<file path="src/rtl/core/cdt_pkg.sv">
// Types, codes and digit arithmetic shared by the countdown timer controller.
package cdt_pkg;

    // Event kinds carried in the input transaction.
    typedef enum logic [1:0] {
        ACT_TICK  = 2'd0,
        ACT_ENC   = 2'd1,
        ACT_SHORT = 2'd2,
        ACT_LONG  = 2'd3
    } action_t;

    // Reported mode codes.
    typedef enum logic [1:0] {
        RUN_COUNT  = 2'd0,
        RUN_SETMIN = 2'd1,
        RUN_SETSEC = 2'd2,
        RUN_ALARM  = 2'd3
    } run_code_t;

    // Controller mode, one-hot.
    typedef enum logic [3:0] {
        ST_COUNT  = 4'b0001,
        ST_SETMIN = 4'b0010,
        ST_SETSEC = 4'b0100,
        ST_ALARM  = 4'b1000
    } mode_t;

    // Configuration register indexes.
    typedef enum logic [2:0] {
        CFG_HALF_PERIOD = 3'd0,
        CFG_SLEEP_TMO   = 3'd1,
        CFG_BEEP_TONE   = 3'd2,
        CFG_BEEP_PAUSE  = 3'd3,
        CFG_PRESET_MIN  = 3'd4
    } cfg_idx_t;

    localparam logic [7:0]  HALF_PERIOD_RST = 8'd50;
    localparam logic [11:0] SLEEP_TMO_RST   = 12'd3000;
    localparam logic [7:0]  BEEP_TONE_RST   = 8'd20;
    localparam logic [7:0]  BEEP_PAUSE_RST  = 8'd60;
    localparam logic [6:0]  PRESET_MAX      = 7'd99;
    localparam logic [2:0]  BEEP_LAST_PHASE = 3'd5;

    // MM:SS as BCD digits.
    typedef struct packed {
        logic [3:0] mt;
        logic [3:0] mo;
        logic [2:0] st;
        logic [3:0] so;
    } bcd_time_t;

    localparam bcd_time_t TIME_RST  = '{mt: 4'd0, mo: 4'd5, st: 3'd0, so: 4'd0};
    localparam bcd_time_t TIME_WRAP = '{mt: 4'd9, mo: 4'd9, st: 3'd0, so: 4'd0};

    function automatic logic time_zero(input bcd_time_t t);
        return (t.mt == 4'd0) && (t.mo == 4'd0) && (t.st == 3'd0) && (t.so == 4'd0);
    endfunction

    function automatic bcd_time_t min_up(input bcd_time_t t);
        bcd_time_t r;
        r = t;
        if (r.mo >= 4'd9) begin
            r.mo = 4'd0;
            if (r.mt >= 4'd9) begin
                r.mt = 4'd0;
                if ((r.so == 4'd0) && (r.st == 3'd0)) r.mo = 4'd1;
            end else begin
                r.mt = r.mt + 4'd1;
            end
        end else begin
            r.mo = r.mo + 4'd1;
        end
        return r;
    endfunction

    function automatic bcd_time_t sec_up(input bcd_time_t t);
        bcd_time_t r;
        r = t;
        if (r.so >= 4'd9) begin
            r.so = 4'd0;
            if (r.st >= 3'd5) begin
                r.st = 3'd0;
                r = min_up(r);
                if ((r.mt == 4'd0) && (r.mo == 4'd0)) r.so = 4'd1;
            end else begin
                r.st = r.st + 3'd1;
            end
        end else begin
            r.so = r.so + 4'd1;
        end
        return r;
    endfunction

    function automatic bcd_time_t min_down(input bcd_time_t t);
        bcd_time_t r;
        r = t;
        if (r.mo == 4'd0) begin
            r.mo = 4'd9;
            r.mt = (r.mt == 4'd0) ? 4'd9 : r.mt - 4'd1;
        end else begin
            r.mo = r.mo - 4'd1;
            if (time_zero(r)) r = TIME_WRAP;
        end
        return r;
    endfunction

    // counting = 1 lets the seconds reach 00:00 without wrapping.
    function automatic bcd_time_t sec_down(input bcd_time_t t, input logic counting);
        bcd_time_t r;
        r = t;
        if (r.so == 4'd0) begin
            r.so = 4'd9;
            if (r.st == 3'd0) begin
                r.st = 3'd5;
                r = min_down(r);
            end else begin
                r.st = r.st - 3'd1;
            end
        end else begin
            r.so = r.so - 4'd1;
            if (time_zero(r) && !counting) r = TIME_WRAP;
        end
        return r;
    endfunction

    // Saturate to 99 and split into tens and ones; 205/2048 is exact for values up to 99.
    function automatic logic [7:0] preset_digits(input logic [6:0] value);
        logic [6:0]  p;
        logic [14:0] prod;
        logic [3:0]  tens;
        logic [6:0]  ones;
        p    = (value > PRESET_MAX) ? PRESET_MAX : value;
        prod = {8'd0, p} * 15'd205;
        tens = prod[14:11];
        ones = p - 7'({tens, 3'b000} + {2'b00, tens, 1'b0});
        return {tens, ones[3:0]};
    endfunction

    function automatic run_code_t mode_code(input mode_t m);
        run_code_t c;
        case (m)
            ST_COUNT:  c = RUN_COUNT;
            ST_SETMIN: c = RUN_SETMIN;
            ST_SETSEC: c = RUN_SETSEC;
            ST_ALARM:  c = RUN_ALARM;
            default:   c = RUN_SETMIN;
        endcase
        return c;
    endfunction

endpackage

</file>
<file path="src/rtl/core/countdown_timer_controller_top.sv">
// Countdown kitchen timer controller: event register, state update and result register.
//
// Usage
//   Input stream (s_*): one transaction per event. s_tuser carries the event kind
//   (tick, encoder step, short press, long press), s_tdata[0] the encoder direction.
//   Result stream (m_*): exactly one transaction per event, the displayed time,
//   mode and indicator levels after that event, plus a click flag for encoder steps.
//   Config channel (cfg_*): always ready; index selects half period, sleep timeout,
//   beep tone, beep pause or preset minutes. Write only while no event is in flight.
// Timing
//   An accepted event lands in the event register. Once the result register can take a
//   new result, the event is applied to the timer state and its result is loaded into
//   the result register, which drives m_tvalid. The state update is a single short pass of
//   digit logic, so one event per cycle is sustained while m_tready stays high.
// Reset and back-pressure
//   aresetn (synchronous, active low) restores 05:00, set-minutes mode and the default
//   register values, and empties both registers. When m_tready is low the result
//   register holds, the event register fills, and s_tready drops only once both full.
module countdown_timer_controller_top
    import cdt_pkg::*;
(
    input  logic        aclk,
    input  logic        aresetn,
    // Input stream
    input  logic        s_tvalid,
    output logic        s_tready,
    input  logic [7:0]  s_tdata,   // [0] turn_cw, [7:1] zero
    input  logic [1:0]  s_tuser,   // [1:0] action
    // Result stream
    output logic        m_tvalid,
    input  logic        m_tready,
    // [3:0] min_tens, [7:4] min_ones, [10:8] sec_tens, [14:11] sec_ones,
    // [16:15] run_mode, [17] colon_lit, [18] buzzer_on, [19] display_lit,
    // [20] asleep, [21] click_pulse, [23:22] zero
    output logic [23:0] m_tdata,
    // Configuration writes
    input  logic        cfg_valid,
    output logic        cfg_ready,
    input  logic [2:0]  cfg_index,
    input  logic [11:0] cfg_data
);

    // Configuration registers
    logic [7:0]  half_period_reg;
    logic [11:0] sleep_tmo_reg;
    logic [7:0]  beep_tone_reg;
    logic [7:0]  beep_pause_reg;
    logic [3:0]  preset_tens_reg;   // preset kept pre-split into BCD digits
    logic [3:0]  preset_ones_reg;
    logic [7:0]  preset_split;

    // Event register
    logic        in_valid_reg;
    action_t     in_action_reg;
    logic        in_right_reg;

    // Result register
    logic        out_valid_reg;
    logic [23:0] out_data_reg;
    logic [23:0] out_data_next;

    // Timer state
    mode_t       mode_reg,    mode_next;
    bcd_time_t   time_reg,    time_next;
    logic [7:0]  half_cnt_reg, half_cnt_next;
    logic [7:0]  beep_cnt_reg, beep_cnt_next;
    logic [11:0] idle_cnt_reg, idle_cnt_next;
    logic [1:0]  sec_div_reg,  sec_div_next;
    logic [2:0]  beep_phase_reg, beep_phase_next;
    logic        colon_reg,   colon_next;
    logic        buzzer_reg,  buzzer_next;
    logic        display_reg, display_next;
    logic        sleep_reg,   sleep_next;
    logic        click_next;
    logic        beep_on;

    logic        advance;   // result register can take a new result
    logic        process;   // event register content is applied this cycle

    assign advance   = !out_valid_reg || m_tready;
    assign process   = in_valid_reg && advance;
    assign s_tready  = !in_valid_reg || advance;
    assign cfg_ready = 1'b1;
    assign m_tvalid  = out_valid_reg;
    assign m_tdata   = out_data_reg;

    assign preset_split = preset_digits(cfg_data[6:0]);

    // ---------------------------------------------------------------
    // Next timer state for the event in the event register
    // ---------------------------------------------------------------
    always_comb begin
        mode_next       = mode_reg;
        time_next       = time_reg;
        half_cnt_next   = half_cnt_reg;
        beep_cnt_next   = beep_cnt_reg;
        idle_cnt_next   = idle_cnt_reg;
        sec_div_next    = sec_div_reg;
        beep_phase_next = beep_phase_reg;
        colon_next      = colon_reg;
        buzzer_next     = buzzer_reg;
        display_next    = display_reg;
        sleep_next      = sleep_reg;
        click_next      = 1'b0;
        beep_on         = 1'b0;

        case (in_action_reg)
            ACT_TICK: begin
                if (!sleep_reg) begin
                    if (half_cnt_next != 8'd0)  half_cnt_next = half_cnt_next - 8'd1;
                    if (beep_cnt_next != 8'd0)  beep_cnt_next = beep_cnt_next - 8'd1;
                    if (idle_cnt_next != 12'd0) idle_cnt_next = idle_cnt_next - 12'd1;
                    // half period: colon toggle, countdown on every second one
                    if (half_cnt_next == 8'd0) begin
                        half_cnt_next = half_period_reg;
                        colon_next    = ~colon_reg;
                        if (mode_next == ST_COUNT) begin
                            if (sec_div_next > 2'd1) begin
                                time_next    = sec_down(time_next, 1'b1);
                                sec_div_next = 2'd0;
                            end
                            if (time_zero(time_next)) begin
                                idle_cnt_next = sleep_tmo_reg;
                                mode_next     = ST_ALARM;
                            end
                            sec_div_next = sec_div_next + 2'd1;
                        end
                    end
                    // alarm pattern: beep, gap, beep, gap, beep, pause
                    if ((beep_cnt_next == 8'd0) && (mode_next == ST_ALARM)) begin
                        beep_on      = !beep_phase_reg[0] && (beep_phase_reg < BEEP_LAST_PHASE);
                        buzzer_next  = beep_on;
                        display_next = beep_on;
                        if (beep_phase_reg >= BEEP_LAST_PHASE) begin
                            beep_cnt_next   = beep_pause_reg;
                            beep_phase_next = 3'd0;
                        end else begin
                            beep_cnt_next   = beep_tone_reg;
                            beep_phase_next = beep_phase_reg + 3'd1;
                        end
                    end
                    if ((idle_cnt_next == 12'd0) && (mode_next != ST_COUNT)) begin
                        display_next = 1'b0;
                        sleep_next   = 1'b1;
                    end
                end
            end
            ACT_ENC: begin
                if (!sleep_reg) begin
                    click_next    = 1'b1;
                    idle_cnt_next = sleep_tmo_reg;
                    buzzer_next   = 1'b0;
                    if (mode_next == ST_ALARM) begin
                        mode_next    = ST_SETMIN;
                        display_next = 1'b1;
                    end
                    if (mode_next == ST_SETSEC) begin
                        time_next = in_right_reg ? sec_up(time_reg)
                                                 : sec_down(time_reg, 1'b0);
                    end else begin
                        time_next = in_right_reg ? min_up(time_reg) : min_down(time_reg);
                    end
                end
            end
            ACT_SHORT, ACT_LONG: begin
                // a press wakes the block, then acts as usual
                sleep_next    = 1'b0;
                if (sleep_reg) display_next = 1'b1;
                idle_cnt_next = sleep_tmo_reg;
                if (in_action_reg == ACT_SHORT) begin
                    case (mode_reg)
                        ST_COUNT, ST_ALARM: begin
                            mode_next    = ST_SETMIN;
                            buzzer_next  = 1'b0;
                            display_next = 1'b1;
                        end
                        ST_SETMIN: mode_next = ST_SETSEC;
                        default:   mode_next = ST_SETMIN;
                    endcase
                end else begin
                    case (mode_reg)
                        ST_COUNT: begin
                            mode_next    = ST_SETMIN;
                            buzzer_next  = 1'b0;
                            display_next = 1'b1;
                        end
                        ST_ALARM: begin
                            mode_next    = ST_SETMIN;
                            buzzer_next  = 1'b0;
                            display_next = 1'b1;
                            time_next    = '{mt: preset_tens_reg, mo: preset_ones_reg,
                                             st: 3'd0, so: 4'd0};
                        end
                        default: mode_next = ST_COUNT;
                    endcase
                end
            end
            default: ;
        endcase

        out_data_next = {2'b00, click_next, sleep_next, display_next, buzzer_next,
                         colon_next, mode_code(mode_next), time_next.so, time_next.st,
                         time_next.mo, time_next.mt};
    end

    // ---------------------------------------------------------------
    // Registers
    // ---------------------------------------------------------------
    always_ff @(posedge aclk) begin
        if (!aresetn) begin
            half_period_reg <= HALF_PERIOD_RST;
            sleep_tmo_reg   <= SLEEP_TMO_RST;
            beep_tone_reg   <= BEEP_TONE_RST;
            beep_pause_reg  <= BEEP_PAUSE_RST;
            preset_tens_reg <= TIME_RST.mt;
            preset_ones_reg <= TIME_RST.mo;
        end else if (cfg_valid && cfg_ready) begin
            case (cfg_index)
                CFG_HALF_PERIOD: half_period_reg <= cfg_data[7:0];
                CFG_SLEEP_TMO:   sleep_tmo_reg   <= cfg_data;
                CFG_BEEP_TONE:   beep_tone_reg   <= cfg_data[7:0];
                CFG_BEEP_PAUSE:  beep_pause_reg  <= cfg_data[7:0];
                CFG_PRESET_MIN: begin
                    preset_tens_reg <= preset_split[7:4];
                    preset_ones_reg <= preset_split[3:0];
                end
                default: ;
            endcase
        end
    end

    always_ff @(posedge aclk) begin
        if (!aresetn) begin
            in_valid_reg <= 1'b0;
        end else if (s_tready) begin
            in_valid_reg <= s_tvalid;
        end
    end

    always_ff @(posedge aclk) begin
        if (s_tvalid && s_tready) begin
            in_action_reg <= action_t'(s_tuser);
            in_right_reg  <= s_tdata[0];
        end
    end

    always_ff @(posedge aclk) begin
        if (!aresetn) begin
            out_valid_reg <= 1'b0;
        end else if (advance) begin
            out_valid_reg <= in_valid_reg;
        end
    end

    always_ff @(posedge aclk) begin
        if (process) begin
            out_data_reg <= out_data_next;
        end
    end

    always_ff @(posedge aclk) begin
        if (!aresetn) begin
            mode_reg       <= ST_SETMIN;
            time_reg       <= TIME_RST;
            half_cnt_reg   <= 8'd0;
            beep_cnt_reg   <= 8'd0;
            idle_cnt_reg   <= SLEEP_TMO_RST;
            sec_div_reg    <= 2'd0;
            beep_phase_reg <= 3'd0;
            colon_reg      <= 1'b0;
            buzzer_reg     <= 1'b0;
            display_reg    <= 1'b1;
            sleep_reg      <= 1'b0;
        end else if (process) begin
            mode_reg       <= mode_next;
            time_reg       <= time_next;
            half_cnt_reg   <= half_cnt_next;
            beep_cnt_reg   <= beep_cnt_next;
            idle_cnt_reg   <= idle_cnt_next;
            sec_div_reg    <= sec_div_next;
            beep_phase_reg <= beep_phase_next;
            colon_reg      <= colon_next;
            buzzer_reg     <= buzzer_next;
            display_reg    <= display_next;
            sleep_reg      <= sleep_next;
        end
    end

    // ---------------------------------------------------------------
    // Checks
    // ---------------------------------------------------------------
    a_sleep_dark: assert property (@(posedge aclk) disable iff (!aresetn)
        sleep_reg |-> !display_reg)
        else $error("asleep with display lit");

    a_sleep_not_counting: assert property (@(posedge aclk) disable iff (!aresetn)
        sleep_reg |-> (mode_reg != ST_COUNT))
        else $error("asleep while counting down");

    a_buzzer_alarm_only: assert property (@(posedge aclk) disable iff (!aresetn)
        buzzer_reg |-> (mode_reg == ST_ALARM))
        else $error("buzzer driven outside alarm");

    a_result_follows: assert property (@(posedge aclk) disable iff (!aresetn)
        process |=> out_valid_reg)
        else $error("processed event produced no result");

    a_state_holds: assert property (@(posedge aclk) disable iff (!aresetn)
        !process |=> ($stable(time_reg) && $stable(mode_reg)))
        else $error("timer state changed without an event");

endmodule

</file>
<file path="config.mk">
export PLATFORM = sky130hd
export DESIGN_NAME = countdown_timer_controller_top
export DESIGN_NICKNAME = d
export VERILOG_FILES = /design/src/rtl/core/cdt_pkg.sv /design/src/rtl/core/countdown_timer_controller_top.sv
export SDC_FILE = /design/constraint.sdc
export NUM_CORES = 1
export LEC_CHECK = 0
export BUFFER_PORTS_ARGS = -buffer_cell sky130_fd_sc_hd__buf_2
export CORE_MARGIN = 5
export CORE_UTILIZATION = 55
export DETAILED_ROUTE_END_ITERATION = 16
export PLACE_DENSITY_LB_ADDON = 0.3
export RECOVER_POWER = 25
export SLEW_MARGIN = 20
export SYNTH_ARGS = -nofsm -noshare
export SYNTH_HDL_FRONTEND = slang
export SYNTH_SLANG_ARGS = --single-unit
export TNS_END_PERCENT = 50
</file>
<file path="constraint.sdc">
create_clock -name aclk -period 5.37 [get_ports aclk]
set_input_delay 1.074 -clock aclk [delete_from_list [all_inputs] [get_ports aclk]]
set_output_delay 1.074 -clock aclk [all_outputs]
set_load 0.01 [all_outputs]
</file>
After elaboration in Yosys (flattened, before gate mapping)

Cells that the tools add are included.

Memories kept: 0
Bits of input ports: 30
Logic and storage cells: 232
Memory bits (writable): 0
Memory bits (read-only): 0
Latch bits: 0
Register bits after elaboration: 127

Equal/unequal tests: 18
$add $sub $neg: 15
Shift operators: 0
Div/mod/pow operators: 0
Order comparisons: 8
Reductions and logical operators: 52
Mux-type cells: 110
$mul: 1
Bitwise gates (word level): 2

Operators by type and width:

| cell                                                     | number |
|---|---|
| 2-to-1 mux 15 bit                                        | 17 |
| 2-to-1 mux 4 bit                                         | 32 |
| 2-to-1 mux 12 bit                                        | 8 |
| 2-to-1 mux 8 bit                                         | 12 |
| case mux 15 bit (3 select lines)                         | 1 |
| logical NOT 4 bit                                        | 10 |
| case mux 12 bit (3 select lines)                         | 1 |
| 2-to-1 mux 11 bit                                        | 2 |
| 2-to-1 mux 1 bit                                         | 20 |
| logical AND 1 bit                                        | 16 |
| logical NOT 8 bit                                        | 2 |
| nonzero test 8 bit                                       | 2 |
| subtractor 8 x 1 -> 8 bit, second input constant         | 2 |
| multiplier 7 x 8 -> 15 bit, second input constant        | 1 |
| 2-to-1 mux 7 bit                                         | 2 |
| adder 4 x 1 -> 4 bit, second input constant              | 3 |
| == test 4 bit, second input constant                     | 3 |
| greater-or-equal comparator 4 bit, second input constant | 3 |
| logical NOT 12 bit                                       | 1 |
| 2-to-1 mux 2 bit                                         | 6 |
| 2-to-1 mux 3 bit                                         | 4 |
| case mux 4 bit (3 select lines)                          | 1 |
| nonzero test 12 bit                                      | 1 |
| subtractor 12 x 1 -> 12 bit, second input constant       | 1 |
| other kinds (33)                                         | 55 |

Depth between registers and ports, before layout

Gate-level depths: netlist of run 1.

Word-level depth: 25
Mapped depth: 21
Gate-level depth less buffers: 21

Worst setup path before layout of run 1

Ideal clock, no wire load.

Path type: in2reg
Start point: input cfg_data[2]
End point: register preset_ones_reg[3]
Required time: 5.241 ns
Arrival: 5.226 ns
Stages: 21
Path buffers: 0
Setup time: 0.129 ns
Path slack: 0.016 ns
Path through: o311ai_0 -> nand2b_1 -> ha_1 -> inv_1 -> fa_1 -> inv_1 -> fa_1 -> ha_1 -> ha_1 -> o21ai_0 -> or3_1 -> o21ai_0 -> nand2_1 -> xnor2_1 -> ha_1 -> nand2_1 -> nand3b_1 -> o211ai_1 -> xor2_1 -> xor2_1 -> a21oi_1

Word-level cells in the longest chain between the ends: 5

RTL lines:

| element                        | line                                  | source |
|---|---|---|
| from (decl)                    | countdown_timer_controller_top.sv:40  | `input logic [11:0] cfg_data` |
| greater-than comparator 7 bit  | cdt_pkg.sv:132                        | `p = (value > PRESET_MAX) ? PRESET_MAX : value;` |
| 2-to-1 mux 7 bit (*)           | cdt_pkg.sv:132                        |  |
| multiplier 7 x 8 -> 15 bit (*) | cdt_pkg.sv:133                        | `prod = {8'd0, p} * 15'd205;` |
| named net preset_split[5]      | countdown_timer_controller_top.sv:50  | `logic [7:0] preset_split;` |
| adder 4 bit (*)                | cdt_pkg.sv:135                        | `ones = p - 7'({tens, 3'b000} + {2'b00, tens, 1'b0});` |
| subtractor 4 bit (*)           | cdt_pkg.sv:135                        |  |
| to (signal assigned)           | countdown_timer_controller_top.sv:216 | `preset_ones_reg <= TIME_RST.mo;` |
| to (signal assigned)           | countdown_timer_controller_top.sv:225 | `preset_ones_reg <= preset_split[3:0];` |
| to (decl)                      | countdown_timer_controller_top.sv:49  | `logic [3:0] preset_ones_reg;` |

Mark *: on every way through the listed nets, which the timed path passes. The rest lies on a longest branch.
A chain may end at the register's enable or synchronous reset.

Worst setup path in the final report of run 1

Start point: input cfg_data[4]
End point: register preset_ones_reg[3]

Same word-level chain as after synthesis.

==> qor.yml, run 1 <==
sta:
  hold_viol_final: 0
  setup_viol: 0
  max-slew-margin-rel: -0.6816
  slew_violations: 62
  fmax_mhz: 195.0
  worst_slew_pin_slew_ns: 2.522
  period_minus_slack_ns: 5.127
  fin_crit_sh: 0.9548
  setup_tns_ns: 0
  fin_skew_ns: 0.009749
setup_path:
  cp_slowest_stage_delay_ns: 0.52
  crit_type: "in2reg"
  worstPathArrival_ns: 5.43
  crit_top_cell: "ha_1"
  path_cells: "buf_2 -> buf_4 -> and2_4 -> buf_4 -> ha_1 -> ha_1 -> fa_1 -> fa_1 -> ha_2 -> or4_1 -> a41oi_2 -> o21ai_2 -> nand2_1 -> xnor2_2 -> ha_1 -> nand2_2 -> nand3b_1 -> o211ai_1 -> xor2_1 -> xor2_1 -> a21oi_1"
  required_ns: 5.68
  critPathCaptureType: "register"
  worst-path-buf-inv: 3
  crit_family: "adder cells"
  worstPathMaxFanout: 3
  slowest_stage: "fa_1"
  start_kind: "input port"
floorplanning:
  dieArea_mm2: 0.01954
  fp.dieW_um: 139.8
  start_util: 0.5586
  die_y_um: 139.8
  rows: 47
  io_pins: 57
  core_mm2: 0.01658
synthesis:
  synth_xor_xnor_area_share: 0.02269
  synth-simple-area-share: 0.2477
  avgSynthCellArea_um2: 7.972
  synth-edff-count: 25
  yosysSeqAreaShare: 0.3015
  synthesis.area_mm2: 0.009264
  syn_inst: 1162
  synthFlopType: "dfxtp_1"
  synth_compound_area_frac: 0.2385
  muxShareOfSynthArea: 0.03714
  ys_warn_count: 0
  ys_seq_elements: 127
  synthArstFlopShare: 0
  ys_types: 92
  synthAdderAreaFrac: 0.09157
  synth_top_family_by_area: "simple AND/OR/NAND/NOR gates"
routing:
  vias: 8913
  route.detailed.drc: 0
  via_per_inst: 6.303
  first_pass_iters: 6
  routed_wl_um: 25670
  ant_nets: 0
  wl_per_cell_um: 18.15
  first_iter_violations: 1013
clock_network:
  htreeDepth: 4
  clock_latency_ns: 0.43
  path_clk_slew_ns: 0.06
  cts.sinks: 127
  cts_inserted_buffers: 17
  root_buffer: "clkbuf_16"
  cts_max_path_buffers: 2
  cts_tree: "done"
global_routing:
  grt_use_total: 0.2567
  overflow: 0
  grt_pass1_vias: 8033
  antenna_found_initial: 0
  grt_first_pass_wirelength_um: 41500
  grt_max_degree: 62
power:
  total_power_mw: 2.933
  p_leak_nw: 4.082
  p_per_area_mw_per_mm2: 282.5
  ir_drop_mv: 0.2440
layout:
  largest_reg_flops: 22
  nets: 1274
  area.growth.synth_to_final_pct: 12.08
  antenna_cells: 0
  drive_gt1_frac: 0.1231
  fin_cells: 1414
place:
  hpwl_um: 17820
  placedCellCount: 1379
  io_buffer_count: 46
  place.gp.congestion: 1.002
outcome:
  outcome: "finished, violations left"
  violations: "max-capacitance violations, max-slew violations"
worst_hold_path:
  min-delay-path-class: "reg2reg"
flow_run:
  maxCapViolations: 1
path summary, 6_finish.rpt:
path	startpoint	endpoint	slack (ns)	cells after the start
hold / removal	half_period_reg[0]	half_cnt_reg[0]	0.46	2
setup / recovery	cfg_data[4]	preset_ones_reg[3]	0.24	21
hold reg to reg	half_period_reg[0]	half_cnt_reg[0]	0.46	2
setup reg to reg	time_reg[7]	m_tdata[19]	1.57	10
repair_timing:
| action | 4_1_cts | 5_1_grt |
|---|---|---|
| endpoints found under the setup margin | 1 | 1 |
| resized for setup | 1 | 17 |
| buffers inserted | 0 | 3 |
| pin swaps | 0 | 11 |
| cloned | 0 | 0 |
| hold buffers | 0 | 0 |
layer usage:
layer  wire (um)  part of all wire  track usage
met5           0                 0            0
met4         654             0.025      0.08414
met3        1876             0.073      0.04803
met2       12110              0.47       0.4150
met1       11020              0.43       0.3471
final cells by class:
cell class / instances / area [um^2]
clock buffers: 19 / 454.2
fillers: 1477 / 6201
flip-flops and latches: 127 / 2793
well taps: 220 / 275.3
multi-input cells: 901 / 6038
inverters: 51 / 191.4
clock inverters: 13 / 147.6
repair buffers: 83 / 483.0
synth_stat cells, types with 9 or more instances:
cell type	instances	area (um^2)
clkbuf_1	61	229.0
nor2b_1	14	87.58
nand4_1	13	81.33
a211oi_1	11	82.58
a31oi_1	19	118.9
nor4_1	13	81.33
or3_1	11	68.82
ha_1	55	688.2
mux2_2	11	123.9
o211ai_1	26	195.2
xnor2_1	12	105.1
xor2_1	12	105.1
nor3_1	34	170.2
edfxtp_1	25	750.7
buf_2	10	50.05
o21ai_0	73	365.4
mux2i_1	22	220.2
o21ai_1	11	55.05
nand3_1	42	210.2
nand2_1	162	608.1
a21o_1	10	75.07
a21oi_1	61	305.3
nor3b_1	10	75.07
a21boi_0	24	180.2
nand3b_1	10	75.07
nor4b_1	9	78.83
nor2_1	63	236.5
dfxtp_1	102	2042
and2_1	15	93.84
inv_1	49	183.9
nand2b_1	12	75.07
worst reg2reg max path, stage by stage (launching register included):
cell	delay (ns)
dfxtp_1	0.69
inv_1	0.22
ha_1	0.43
or3b_1	0.37
nand4_1	0.13
a221o_1	0.36
nor4_4	0.42
a21oi_2	0.15
nor2_2	0.24
mux2_2	0.38
o22ai_1	0.22
where the power goes:
part	internal [mW]	switching, mW
Clock	0.720	0.469
Combinational	0.295	0.387
Sequential	1.01	0.0518
layout by cell type, fill, tap and decap left out, types with 14 or more instances in the layout:
| cell type | n |
|---|---|
| a21boi_0 | 23 |
| nand2_1 | 161 |
| inv_1 | 48 |
| nor3_1 | 34 |
| buf_4 | 37 |
| clkbuf_16 | 18 |
| o211ai_1 | 26 |
| nand3_1 | 42 |
| clkbuf_1 | 21 |
| ha_1 | 49 |
| edfxtp_1 | 25 |
| a31oi_1 | 19 |
| dfxtp_1 | 102 |
| nor2_1 | 63 |
| a21oi_1 | 60 |
| buf_2 | 26 |
| o21ai_0 | 72 |
| nor2b_1 | 14 |
| mux2i_1 | 22 |
cell families (layout without fill, tap and decap cells):
kind of cell | count (synthesis) | count (layout)
simple gates | 448 | 448
compound gates | 330 | 330
buf+inv | 135 | 166
flops | 127 | 127
fa+ha+maj | 63 | 63
mux | 33 | 33
xor+xnor | 24 | 24
other cells | 2 | 3
stage by stage:
stage	hold slack (ns)	cell area, um^2	utilization	setup WS [ns]
finish	0.4622	10380	0.6261	0.2425
global route	0.4788	10380	0.6261	-0.05466
CTS	0.4620	10270	0.6196	0.03914
detailed placement	0.4533	9673	0.5833	-0.5063
global placement	0.4464	9673	0.5833	-0.4086
floorplan	0.4305	9268	-	0.01554
Power figures use the tool's default switching activity.
==> run 2: changes to the inputs <==
--- a/config.mk
+++ b/config.mk
@@ -5,8 +5,8 @@
 export SDC_FILE = /design/constraint.sdc
 export NUM_CORES = 1
 export LEC_CHECK = 0
+export ABC_AREA = 1
 export BUFFER_PORTS_ARGS = -buffer_cell sky130_fd_sc_hd__buf_2
-export CORE_MARGIN = 5
 export CORE_UTILIZATION = 55
 export DETAILED_ROUTE_END_ITERATION = 16
 export PLACE_DENSITY_LB_ADDON = 0.3
==> qor.yml, run 2 <==
place:
  placedCellCount: 1572  # +14%
  hpwl_um: 18000  # +1.0%
  place.gp.congestion: 0.9776  # -2.4%
  io_buffer_count: 46  # unchanged
synthesis:
  synth-simple-area-share: 0.2649  # +0.01720
  synth_common_cells: "290 x nand2_1, 177 x inv_1, 127 x o21ai_0"
  synth_compound_area_frac: 0.2078  # -0.03076
  yosys-top-cells-area: "dfxtp_1 22%, nand2_1 12%, edfxtp_1 8.2%"
  synthAdderAreaFrac: 0.09291  # +0.001343
  ys_seq_elements: 127  # unchanged
  synthArstFlopShare: 0  # unchanged
  synth.most_common_cell: "nand2_1"
  synth-edff-count: 25  # unchanged
  syn_inst: 1344  # +16%
  muxShareOfSynthArea: 0  # -0.03714
  ys_warn_count: 0  # unchanged
  synth_top_area_cell: "dfxtp_1"
  synthesis.area_mm2: 0.009130  # -1.4%
  synth_top_family_by_area: "simple AND/OR/NAND/NOR gates"
  avgSynthCellArea_um2: 6.793  # -15%
  yosysSeqAreaShare: 0.3059  # +0.004420
  ys_types: 58  # -37%
  synthFlopType: "dfxtp_1"
  synth_xor_xnor_area_share: 0.02110  # -0.001586
  synthDominantCellAreaShare: 0.2237  # +0.003232
power:
  ir_drop_mv: 0.2125  # -13%
  p_per_area_mw_per_mm2: 301.1  # +6.6%
  p_leak_nw: 4.730  # +16%
sta:
  setup_tns_ns: 0  # unchanged
  fin_skew_ns: 0.01081  # +0.001056 ns
  hold_viol_final: 0  # unchanged
  fmax_mhz: 206.4  # +5.8%
  slew_violations: 48  # -23%
  rsz0062_at_grt: "no"
  setup_viol: 0  # unchanged
  fin_crit_sh: 0.9023  # -0.05253
  max-slew-margin-rel: -0.6459  # +0.03572
  period_minus_slack_ns: 4.845  # -0.2821 ns
  worst_slew_pin_slew_ns: 2.469  # -0.05358 ns
setup_path:
  start_kind: "input port"
  reg2reg_slack_ns: 1.38  # -0.19 ns
  reg2regPathDepth: 16  # +6
  r2r_end: "beep_phase_reg[2]"
  critPathCaptureType: "register"
  worstReg2RegStart: "time_reg[0]"
  worstPathMaxFanout: 4  # +1
  required_ns: 5.69  # about the same
  crit_type: "in2reg"
  worstPathArrival_ns: 5.17  # -0.26 ns
clock_network:
  cts_max_path_buffers: 2  # unchanged
  cts_resized: 0  # -1
  root_buffer: "clkbuf_16"
  cts_hold_buf: 0  # unchanged
  cts_inserted_buffers: 17  # unchanged
  path_clk_slew_ns: 0.07  # about the same
  clock_latency_ns: 0.43  # about the same
  postCtsSetupRepairBufs: 0  # unchanged
  cts_tree: "done"
  cts.sinks: 127  # unchanged
  htreeDepth: 4  # unchanged
outcome:
  violations: "max-capacitance violations, max-slew violations"
  outcome: "finished, violations left"
routing:
  ant_nets: 0  # unchanged
  via_per_inst: 5.671  # -10%
  wl_per_cell_um: 15.37  # -15%
  vias: 9096  # +2.1%
  routed_wl_um: 24650  # -4.0%
  first_iter_violations: 860  # -15%
  first_pass_iters: 7  # +1
  route.detailed.drc: 0  # unchanged
floorplanning:
  die_y_um: 130.8  # -6.4%
  fp.dieW_um: 130.8  # -6.4%
  rows: 46  # -2.1%
  dieArea_mm2: 0.01712  # -12%
  io_pins: 57  # unchanged
  core_mm2: 0.01606  # -3.2%
  start_util: 0.5686  # +0.009944
layout:
  antenna_cells: 0  # unchanged
  drive_gt1_frac: 0.07421  # -0.04891
  layout_commonest_cell: "nand2_1"
  nets: 1468  # +15%
  area.growth.synth_to_final_pct: 10.62
  largest_reg_flops: 22  # unchanged
  layout_common_cells: "290 x nand2_1, 177 x inv_1, 127 x o21ai_0"
  fin_cells: 1604  # +13%
global_routing:
  grt_max_degree: 48  # -23%
  grt_use_total: 0.3035  # +0.04677
  grt_first_pass_wirelength_um: 40280  # -2.9%
  overflow: 0  # unchanged
  grt_pass1_vias: 8311  # +3.5%
  antenna_found_initial: 0  # unchanged
worst_hold_path:
  whs_path_depth: 2  # unchanged
  hold-path-endpoint: "beep_pause_reg[6]"
  min-delay-path-class: "reg2reg"
  min_from: "beep_pause_reg[6]"
flow_run:
  maxCapViolations: 1  # unchanged
[run 2: changes by cell type after synthesis, moves of 37 or more]
cell,previous run,this run
o21ai_0,73,127
nand2_1,162,290
nand3_1,42,79
inv_1,49,177
nor2_1,63,125
a21oi_1,61,106
[run 2: final cells by class]
| class | instances | area [um^2] |
|---|---|---|
| clock buffers | 18 | 450.4 |
| clock inverters | 14 | 188.9 |
| multi-input cells | 979 | 5368 |
| flip-flops and latches | 127 | 2793 |
| well taps | 216 | 270.3 |
| repair buffers | 65 | 335.3 |
| inverters | 185 | 694.4 |
| fillers | 1471 | 5958 |
[run 2: kinds of logic (layout without fill, tap and decap cells)]
family                   count (synthesis)  after routing
AO/OA/AOI/OAI                          333            333
XOR/XNOR                                22             22
adder cells (fa/ha/maj)                 63             63
buffers and inverters                  239            282
flip-flops                             127            127
other                                    2              3
AND/OR/NAND/NOR                        558            558
[run 2: report_power, final]
group / internal, mW / switching, mW / leakage (nW) / total (mW)
Clock: 0.774 / 0.486 / 0.309 / 1.26
Sequential: 1.02 / 0.0449 / 1.07 / 1.07
Combinational: 0.255 / 0.461 / 3.35 / 0.716
Total: 2.05 / 0.991 / 4.73 / 3.04
[run 2: through the flow]
step                instance area (um^2)    util  worst slack [ns]  hold WS, ns  power (mW)
finish                             10100  0.6290            0.5246       0.4638       3.041
detailed placement                  9498  0.5915            0.1693       0.4375       1.789
CTS                                10140  0.6313            0.5537       0.4608       3.045
floorplan                           9134       -            0.4843       0.4245       1.611
global route                       10100  0.6290            0.2747       0.4924       3.205
global placement                    9498  0.5915            0.2523       0.4346       1.773
[run 2: how the worst max path moves through the flow]
stage	start	endpoint	slack (ns)	depth (start not counted)
global route	cfg_data[6]	preset_ones_reg[3]	0.27	24
detailed placement	cfg_data[6]	preset_ones_reg[3]	0.17	25
global placement	cfg_data[3]	preset_ones_reg[3]	0.25	25
CTS	cfg_data[6]	preset_ones_reg[3]	0.55	25
finish	cfg_data[6]	preset_ones_reg[3]	0.52	25
floorplan	cfg_data[2]	preset_ones_reg[3]	0.48	22
[run 2: routing by layer]
metal	part of all wire	track usage	routed length, um	vias to the layer above
met5	0	0	0	-
met4	0.028	0.1237	701	0
met3	0.057	0.05456	1416	58
met2	0.48	0.5157	11760	313
met1	0.44	0.3794	10770	4168
li1	-	-	-	4557
[run 2: critical path: stages]
cell and delay (ns):
buf_2 0.11, nand2_1 0.05, a21oi_1 0.11, buf_4 0.15, inv_1 0.06, nand2_1 0.12, inv_1 0.09, ha_1 0.34
ha_1 0.19, or2_2 0.28, fa_1 0.48, ha_1 0.32, ha_1 0.32, nand2_1 0.08, nor2_1 0.14, nand3_1 0.10
o2111ai_1 0.15, xor2_1 0.23, ha_1 0.29, nand2_1 0.10, nand2_1 0.05, nand2_1 0.06, nand2_1 0.06, nor2_1 0.12
nor2_1 0.06
==> run 3: changes to the inputs <==
--- a/config.mk
+++ b/config.mk
@@ -11,6 +11,7 @@
 export DETAILED_ROUTE_END_ITERATION = 16
 export PLACE_DENSITY_LB_ADDON = 0.3
 export RECOVER_POWER = 25
+export SETUP_SLACK_MARGIN = 0.02
 export SLEW_MARGIN = 20
 export SYNTH_ARGS = -nofsm -noshare
 export SYNTH_HDL_FRONTEND = slang
==> constraint.sdc (replaced) <==
create_clock -name aclk -period 6.2 [get_ports aclk]
set_input_delay 1.24 -clock aclk [delete_from_list [all_inputs] [get_ports aclk]]
set_output_delay 1.24 -clock aclk [all_outputs]
set_load 0.01 [all_outputs]
==> qor.yml, run 3 (same netlist as run 2, synthesis figures left out) <==
outcome:
  outcome: "finished, violations left"
  violations: "max-capacitance violations, max-slew violations"
routing:
  route.detailed.drc: 0  # unchanged
  ant_nets: 0  # unchanged
  first_pass_iters: 5  # -2
  wl_per_cell_um: 15.36  # about the same
  via_per_inst: 5.647  # -0.41%
  routed_wl_um: 24490  # -0.65%
  vias: 9002  # -1.0%
  first_iter_violations: 947  # +10%
clock_network:
  cts_max_path_buffers: 2  # unchanged
  postCtsSetupRepairBufs: 0  # unchanged
  path_clk_slew_ns: 0.06  # about the same
  htreeDepth: 4  # unchanged
  cts.sinks: 127  # unchanged
  cts_tree: "done"
  cts_inserted_buffers: 17  # unchanged
  clock_latency_ns: 0.44  # about the same
  cts_hold_buf: 0  # unchanged
  root_buffer: "clkbuf_16"
  cts_resized: 0  # unchanged
setup_path:
  crit_top_cell: "nand2_1"
  slowest_stage: "fa_1"
  cp_slowest_stage_delay_ns: 0.53  # +0.05 ns
  critPathCaptureType: "register"
  r2r_end: "beep_phase_reg[0]"
  crit_type: "in2reg"
  worstPathMaxFanout: 8  # +4
  reg2regPathDepth: 16  # unchanged
  reg2reg_slack_ns: 2.10  # +0.72 ns
  required_ns: 6.53  # +0.84 ns
  worstReg2RegStart: "time_reg[0]"
  path_cells: "buf_2 -> nand2_1 -> a21oi_1 -> nor2_1 -> ha_1 -> inv_1 -> fa_1 -> inv_1 -> ha_1 -> fa_1 -> ha_1 -> a21oi_1 -> o21ai_0 -> nand2_1 -> o2111ai_1 -> xor2_1 -> ha_1 -> nand2_1 -> nand2_1 -> nand2_1 -> nand2_1 -> nand2_1 -> nand2_1 -> nor2_1"
  start_kind: "input port"
  worstPathArrival_ns: 5.49  # +0.32 ns
power:
  p_sw_mw: 0.8520  # -14%
  clkPwrFrac: 0.380  # -0.034
  p_seq_frac: 0.374  # +0.023
  cellInternalPower_mw: 1.625  # -21%
  p_leak_nw: 4.677  # -1.1%
  p_sw_frac: 0.3440  # +0.01807
  p_comb_frac: 0.246  # +0.011
  ir_drop_mv: 0.2089  # -1.7%
  p_per_area_mw_per_mm2: 248.7  # -17%
  total_power_mw: 2.477  # -19%
layout:
  drive_gt1_frac: 0.07620  # +0.001990
  fin_area_mm2: 0.009960  # -1.4%
  nets: 1459  # -0.61%
  antenna_cells: 0  # unchanged
  area.growth.synth_to_final_pct: 9.086
  layout_commonest_cell: "nand2_1"
  largest_reg_flops: 22  # unchanged
  layout_common_cells: "290 x nand2_1, 177 x inv_1, 127 x o21ai_0"
sta:
  hold_viol_final: 0  # unchanged
  fmax_mhz: 193.7
  worst_slew_pin_slew_ns: 2.186  # -0.2833 ns
  setup_viol: 0  # unchanged
  fin_crit_sh: 0.8327
  fin_skew_ns: 0.008861  # -0.001944 ns
  rsz0062_at_grt: "no"
  period_minus_slack_ns: 5.163
  whs_ns: 0.4541  # -0.009749 ns
  slew_violations: 55  # +15%
  max-slew-margin-rel: -0.4570  # +0.1889
  setup_tns_ns: 0  # unchanged
global_routing:
  grt_max_degree: 55  # +15%
  grtUsageMet2: 0.5070  # -0.008715
  overflow: 0  # unchanged
  busiest_layer: "met2"
  met3_usage: 0.05904  # +0.004479
  grt_pass1_vias: 8158  # -1.8%
  grt_use_total: 0.3008  # -0.002661
  grt_first_pass_wirelength_um: 39830  # -1.1%
  antenna_found_initial: 0  # unchanged
  use_met1: 0.3738  # -0.005655
floorplanning:
  die_y_um: 130.8  # unchanged
  dieArea_mm2: 0.01712  # unchanged
  rows: 46  # unchanged
  fp.dieW_um: 130.8  # unchanged
  start_util: 0.5686  # unchanged
  io_pins: 57  # unchanged
  core_mm2: 0.01606  # unchanged
worst_hold_path:
  min-delay-path-class: "reg2reg"
  whs_path_depth: 2  # unchanged
  hold-path-endpoint: "beep_pause_reg[6]"
  min_from: "beep_pause_reg[6]"
place:
  io_buffer_count: 46  # unchanged
  place.gp.congestion: 0.9944  # +1.7%
  hpwl_um: 17720  # -1.6%
  post_dp_cell_area_mm2: 0.009430  # -0.71%
flow_run:
  maxCapViolations: 1  # unchanged
[run 3: worst max-delay path by stage]
stage,start,to,slack (ns),cells past startpoint
final,cfg_data[6],preset_ones_reg[3],1.04,24
after detailed placement,cfg_data[6],preset_ones_reg[3],0.64,23
after global placement,cfg_data[6],preset_ones_reg[3],0.69,23
after CTS,cfg_data[6],preset_ones_reg[3],1.11,24
after global routing,cfg_data[6],preset_ones_reg[3],0.64,24
after floorplan,cfg_data[2],preset_ones_reg[3],1.15,22
[run 3: layout make-up]
cell class              instances  area, um^2
flip-flops and latches        127        2793
repair buffers                 56       284.0
clock inverters                14       125.1
fillers                      1456        6098
multi-input cells             979        5368
well taps                     216       270.3
inverters                     185       694.4
clock buffers                  17       425.4
[run 3: through the flow]
| stage | util | worst slack, ns | std cells |
|---|---|---|---|
| 3_3_place_gp | 0.5873 | 0.6852 | 1563 |
| 6_report | 0.6202 | 1.037 | 1594 |
| 4_1_cts | 0.6216 | 1.106 | 1594 |
| 3_5_place_dp | 0.5873 | 0.6428 | 1563 |
| 2_1_floorplan | - | 1.148 | 1345 |
| 5_1_grt | 0.6202 | 0.6449 | 1594 |
[run 3: worst max-delay path: cells and delay by family]
family	cells	cell delay [ns]
adder cells (fa/ha/maj)	6	2.31
AND/OR/NAND/NOR	10	0.76
AO/OA/AOI/OAI	4	0.65
buffers and inverters	3	0.32
XOR/XNOR	1	0.21
[run 3: power by group through the flow]
| stage | Combinational, mW | Clock, mW | Sequential, mW |
|---|---|---|---|
| final | 0.610 | 0.941 | 0.926 |
| after global routing | 0.696 | 0.993 | 0.931 |
| after CTS | 0.605 | 0.952 | 0.925 |
| after detailed placement | 0.600 | 0 | 0.943 |
| after global placement | 0.587 | 0 | 0.942 |
| after floorplan | 0.467 | 0 | 0.928 |
[run 3: layer usage]
metal,part of all wire,up-vias,wire length [um]
li1,-,4547,-
met1,0.44,4123,10740
met2,0.48,266,11710
met3,0.051,66,1258
met4,0.032,0,779
met5,0,-,0
